File: src/hdl/bahs_pkg.sv
`default_nettype none
package bahs_pkg;

    localparam int BUCKETS      = 1024;
    localparam int WAYS         = 4;
    localparam int ADDRESS_BITS = 48;

    // Width of the address field on the request channel.
    localparam int ADDR_W   = 48;
    // Bits of the address that take part in matching.
    localparam int KEY_W    = (ADDRESS_BITS < ADDR_W) ? ADDRESS_BITS : ADDR_W;
    // BUCKETS is a power of two, so the bucket is the low bits of the key.
    localparam int BUCKET_W = $clog2(BUCKETS);
    localparam int STATUS_W = 3;

    typedef logic [KEY_W-1:0]    key_t;
    typedef logic [BUCKET_W-1:0] bucket_t;

    typedef enum logic [STATUS_W-1:0] {
        ST_INSERTED = 3'd0,
        ST_PRESENT  = 3'd1,
        ST_REMOVED  = 3'd2,
        ST_ABSENT   = 3'd3,
        ST_FULL     = 3'd4
    } status_t;

    typedef enum logic {
        CMD_INSERT = 1'b0,
        CMD_DELETE = 1'b1
    } command_t;

    typedef enum logic [1:0] {
        FSM_CLEAR,
        FSM_IDLE,
        FSM_LOOKUP
    } fsm_t;

    // One memory row holds a whole bucket.
    typedef struct packed {
        logic [WAYS-1:0]            valid;
        logic [WAYS-1:0][KEY_W-1:0] key;
    } row_t;

    localparam int ROW_W = $bits(row_t);

endpackage
`default_nettype wire

File: src/hdl/bahs_bucket_eval.sv
`default_nettype none
module bahs_bucket_eval (
    input  wire logic           command,
    input  wire bahs_pkg::key_t key,
    input  wire bahs_pkg::row_t row,
    output bahs_pkg::status_t   status,
    output logic                wr_en,
    output bahs_pkg::row_t      row_next
);
    import bahs_pkg::*;

    logic [WAYS-1:0] match;
    logic [WAYS-1:0] free;
    logic [WAYS-1:0] first_free;
    logic            hit;

    always_comb
    begin
        for (int w = 0; w < WAYS; w++)
        begin
            match[w] = row.valid[w] && (row.key[w] == key);
        end
    end

    assign free       = ~row.valid;
    // Isolate the lowest free way.
    assign first_free = free & (~free + WAYS'(1));
    assign hit        = |match;

    always_comb
    begin
        row_next = row;
        wr_en    = 1'b0;
        status   = ST_ABSENT;
        if (command == CMD_INSERT)
        begin
            if (hit)
            begin
                status = ST_PRESENT;
            end
            else if (|free)
            begin
                status         = ST_INSERTED;
                wr_en          = 1'b1;
                row_next.valid = row.valid | first_free;
                for (int w = 0; w < WAYS; w++)
                begin
                    if (first_free[w])
                    begin
                        row_next.key[w] = key;
                    end
                end
            end
            else
            begin
                status = ST_FULL;
            end
        end
        else
        begin
            if (hit)
            begin
                status         = ST_REMOVED;
                wr_en          = 1'b1;
                row_next.valid = row.valid & ~match;
            end
        end
    end

endmodule
`default_nettype wire

File: config.mk
export PLATFORM = sky130hd
export DESIGN_NAME = bahs_bucket_eval
export DESIGN_NICKNAME = d
export VERILOG_FILES = /design/src/hdl/bahs_pkg.sv /design/src/hdl/bahs_bucket_eval.sv
export SDC_FILE = /design/constraint.sdc
export NUM_CORES = 1
export LEC_CHECK = 0
export ABC_AREA = 1
export BUFFER_PORTS_ARGS = -buffer_cell sky130_fd_sc_hd__buf_2
export CORE_MARGIN = 1.5
export CORE_UTILIZATION = 25
export DETAILED_ROUTE_END_ITERATION = 10
export RECOVER_POWER = 100
export SYNTH_ARGS = -nofsm -noshare
export SYNTH_HDL_FRONTEND = slang
export SYNTH_SLANG_ARGS = --single-unit
File: constraint.sdc
create_clock -name vclk -period 1.7
set_clock_uncertainty 0.15 [all_clocks]
set_input_delay 0.17 -clock vclk [all_inputs]
set_output_delay 0.17 -clock vclk [all_outputs]
set_load 0.005 [all_outputs]
==> reports/qor.yml <==
route:
  wl_um: 44300
  avgViaCountPerCell: 4.80
  drtIter0Drc: 835
  drc: 0
  firstDrtPassIters: 7
  ant_nets: 0
  vias: 13805
  wl_per_cell_um: 15.4
yosys:
  synth.avg_cell_area_sq_um: 4.48
  synth_area_leaders: "nand2_1 (43%), nand3_1 (12%), o21ai_0 (12%), xnor2_1 (7.1%), inv_1 (5.5%)"
  syn_area_sq_um: 8350
  yosys-top-cells-count: "nand2_1 (948), nand3_1 (208), o21ai_0 (195)"
  netlist-cell-type-count: 23
  yosysSeqAreaShare_pct: 0
  synth_nets: 2110
  synth_top_area_share_pct: 42.6
  synth_top_area_cell: "nand2_1"
  ys_warn_count: 0
  synth_most_common_cell: "nand2_1"
  syn_inst: 1865
status:
  violations: "negative setup slack"
  outcome: "complete, but fails checks"
finish:
  seq_cell_count: 0
  multi_input_area_sq_um: 7850
  nets: 2679
  drive_above_1_share_pct: 38.4
  seqCellArea_sq_um: 0
  finish.utilization_pct: 43.2
  fillers: 3575
  design_area_sq_um: 14100
  fin_cells: 2876
  area_delta_synth_final_pct: 69.1
  clkbuf_count: 0
worst_setup_path:
  critPathArrivalTime_ps: 2100
  worstSetupPathType: "in -> out"
  crit_path_start: "key[4]"
  worst_path_max_delay_cell: "xnor2_2"
  crit_path_cell_trace: "buf_4 > xnor2_2 > nand2_1 > nor2_2 > nand2_2 > nor2_2 > nand3_2 > nand2_4 > nor2_8 > nand2_8 > buf_12 > clkbuf_16 > nand2_2 > nand2_1 > buf_2"
  crit_required_ps: 1380
  critical_path_buf_inv_count: 4
  cp_top_family: "simple AND/OR/NAND/NOR gates"
  crit_path_end_kind: "primary output"
  cpPeakStageDelay_ps: 250
  cp_max_fo: 8
  setup.worst_path.start_class: "input pin"
placed_design:
  hpwl_um: 33400
  place_area_sq_um: 12300
  portBuffers: 445
  dp_cells: 2835
  place_congestion: 0.959
power:
  power_density_nw_per_um2: 266
  pwr-share-clk_pct: 0
  p_total_uw: 3760
  pwr-share-seq_pct: 0
  irDropWorstVdd_mv: 0.130
  p_int_uw: 1740
  combPwrFrac_pct: 100.0
  power_switching_share_pct: 53.6
  p_sw_uw: 2010
  leakage_uw: 0.00839
floorplan:
  die_w_um: 186
  die_y_um: 186
  start_util_pct: 25.5
  die-area_sq_um: 34500
  rows: 66
  io_pins: 445
  core-area_sq_um: 32700
timing:
  hold_viol: 0
  final-max-slew-violation-count: 0
  finalHoldWorstSlack_ps: 473
  setup_viol: 199
  tightest_slew_ps: 798
  fmax_mhz: 413
  layout_min_cycle_time_ps: 2420
  slew_headroom_pct: 46.8
  period_share_pct: 142
  grt_setup_unrepaired: "true"
  setup_ws_ps: -720
global_route:
  grt_antenna_before_repair: 3
  grt_pass1_vias: 12275
  grtUsageTotal_pct: 23.2
  grt_overflow: 0
  grt_pass1_wl_um: 63800
  grt_max_degree: 73
worst_hold_path:
  holdCritStartpoint: "row[60]"
  min_path_type: "in -> out"
job:
  max-cap-violations: 0
per-stage QoR:
step	setup TNS, ps	worst slack, ps
floorplan	-32260	-177
global placement	-165360	-914
detailed placement	-168410	-942
CTS	-121210	-673
global route	-144330	-788
finish	-126620	-720
cells in the final DEF (no fill, tap or decap), types with 2 or more instances in the layout:
| cell type | count |
|---|---|
| buf_12 | 31 |
| buf_16 | 3 |
| buf_2 | 380 |
| buf_4 | 225 |
| buf_6 | 37 |
| buf_8 | 12 |
| clkbuf_16 | 8 |
| diode_2 | 2 |
| inv_1 | 118 |
| inv_2 | 11 |
| inv_4 | 15 |
| inv_6 | 3 |
| nand2_1 | 815 |
| nand2_2 | 101 |
| nand2_4 | 35 |
| nand3_1 | 203 |
| nand3_2 | 5 |
| nor2_1 | 64 |
| nor2_2 | 44 |
| nor2_4 | 8 |
| o21ai_0 | 195 |
| or2_1 | 3 |
| xnor2_1 | 63 |
| xnor2_2 | 5 |
| xor2_1 | 35 |
| xor2_2 | 6 |
per-layer routing:
metal / global-route usage, % / up-vias / wire, um
li1: - / 6881 / -
met1: 27.6 / 6158 / 17600
met2: 42.0 / 640 / 21400
met3: 3.38 / 124 / 3370
met4: 8.45 / 2 / 1900
met5: 0 / - / 9
path summary, 6_finish.rpt:
kind	to	slack [ps]	cells past startpoint
max	row_next[32]	-720	15
min	row_next[60]	470	4
final cells by class:
type	instances	area share, %
repair buffers	698	36.1
multi-input cells	1587	55.6
inverters	147	4.28
diodes	2	0.0355
well taps	442	3.92
power by group through the flow:
stage	registers, uW	logic [uW]	clock network [uW]
after floorplan	0	1650	0
after global placement	0	3200	0
after detailed placement	0	3240	0
after CTS	0	3480	0
after global routing	0	4140	0.000157
final	0	3760	0.000158
timing repair:
| action | in CTS | in global routing |
|---|---|---|
| setup buffers | 30 | 3 |
| pin swaps | 49 | 55 |
| endpoints found under the hold margin | 0 | 0 |
| cloned | 7 | 8 |
| endpoints found under the setup margin | 199 | 199 |
| resized for setup | 148 | 230 |
| hold buffers | 0 | 0 |
cells by family after synthesis:
group	count (synthesis)	share of synthesized area [%]
buffers and inverters	279	15.6
AND/OR/NAND/NOR	1281	61.2
AO/OA/AOI/OAI	196	11.8
XOR/XNOR	109	11.4
No activity file was read; power rests on OpenSTA's default activity.
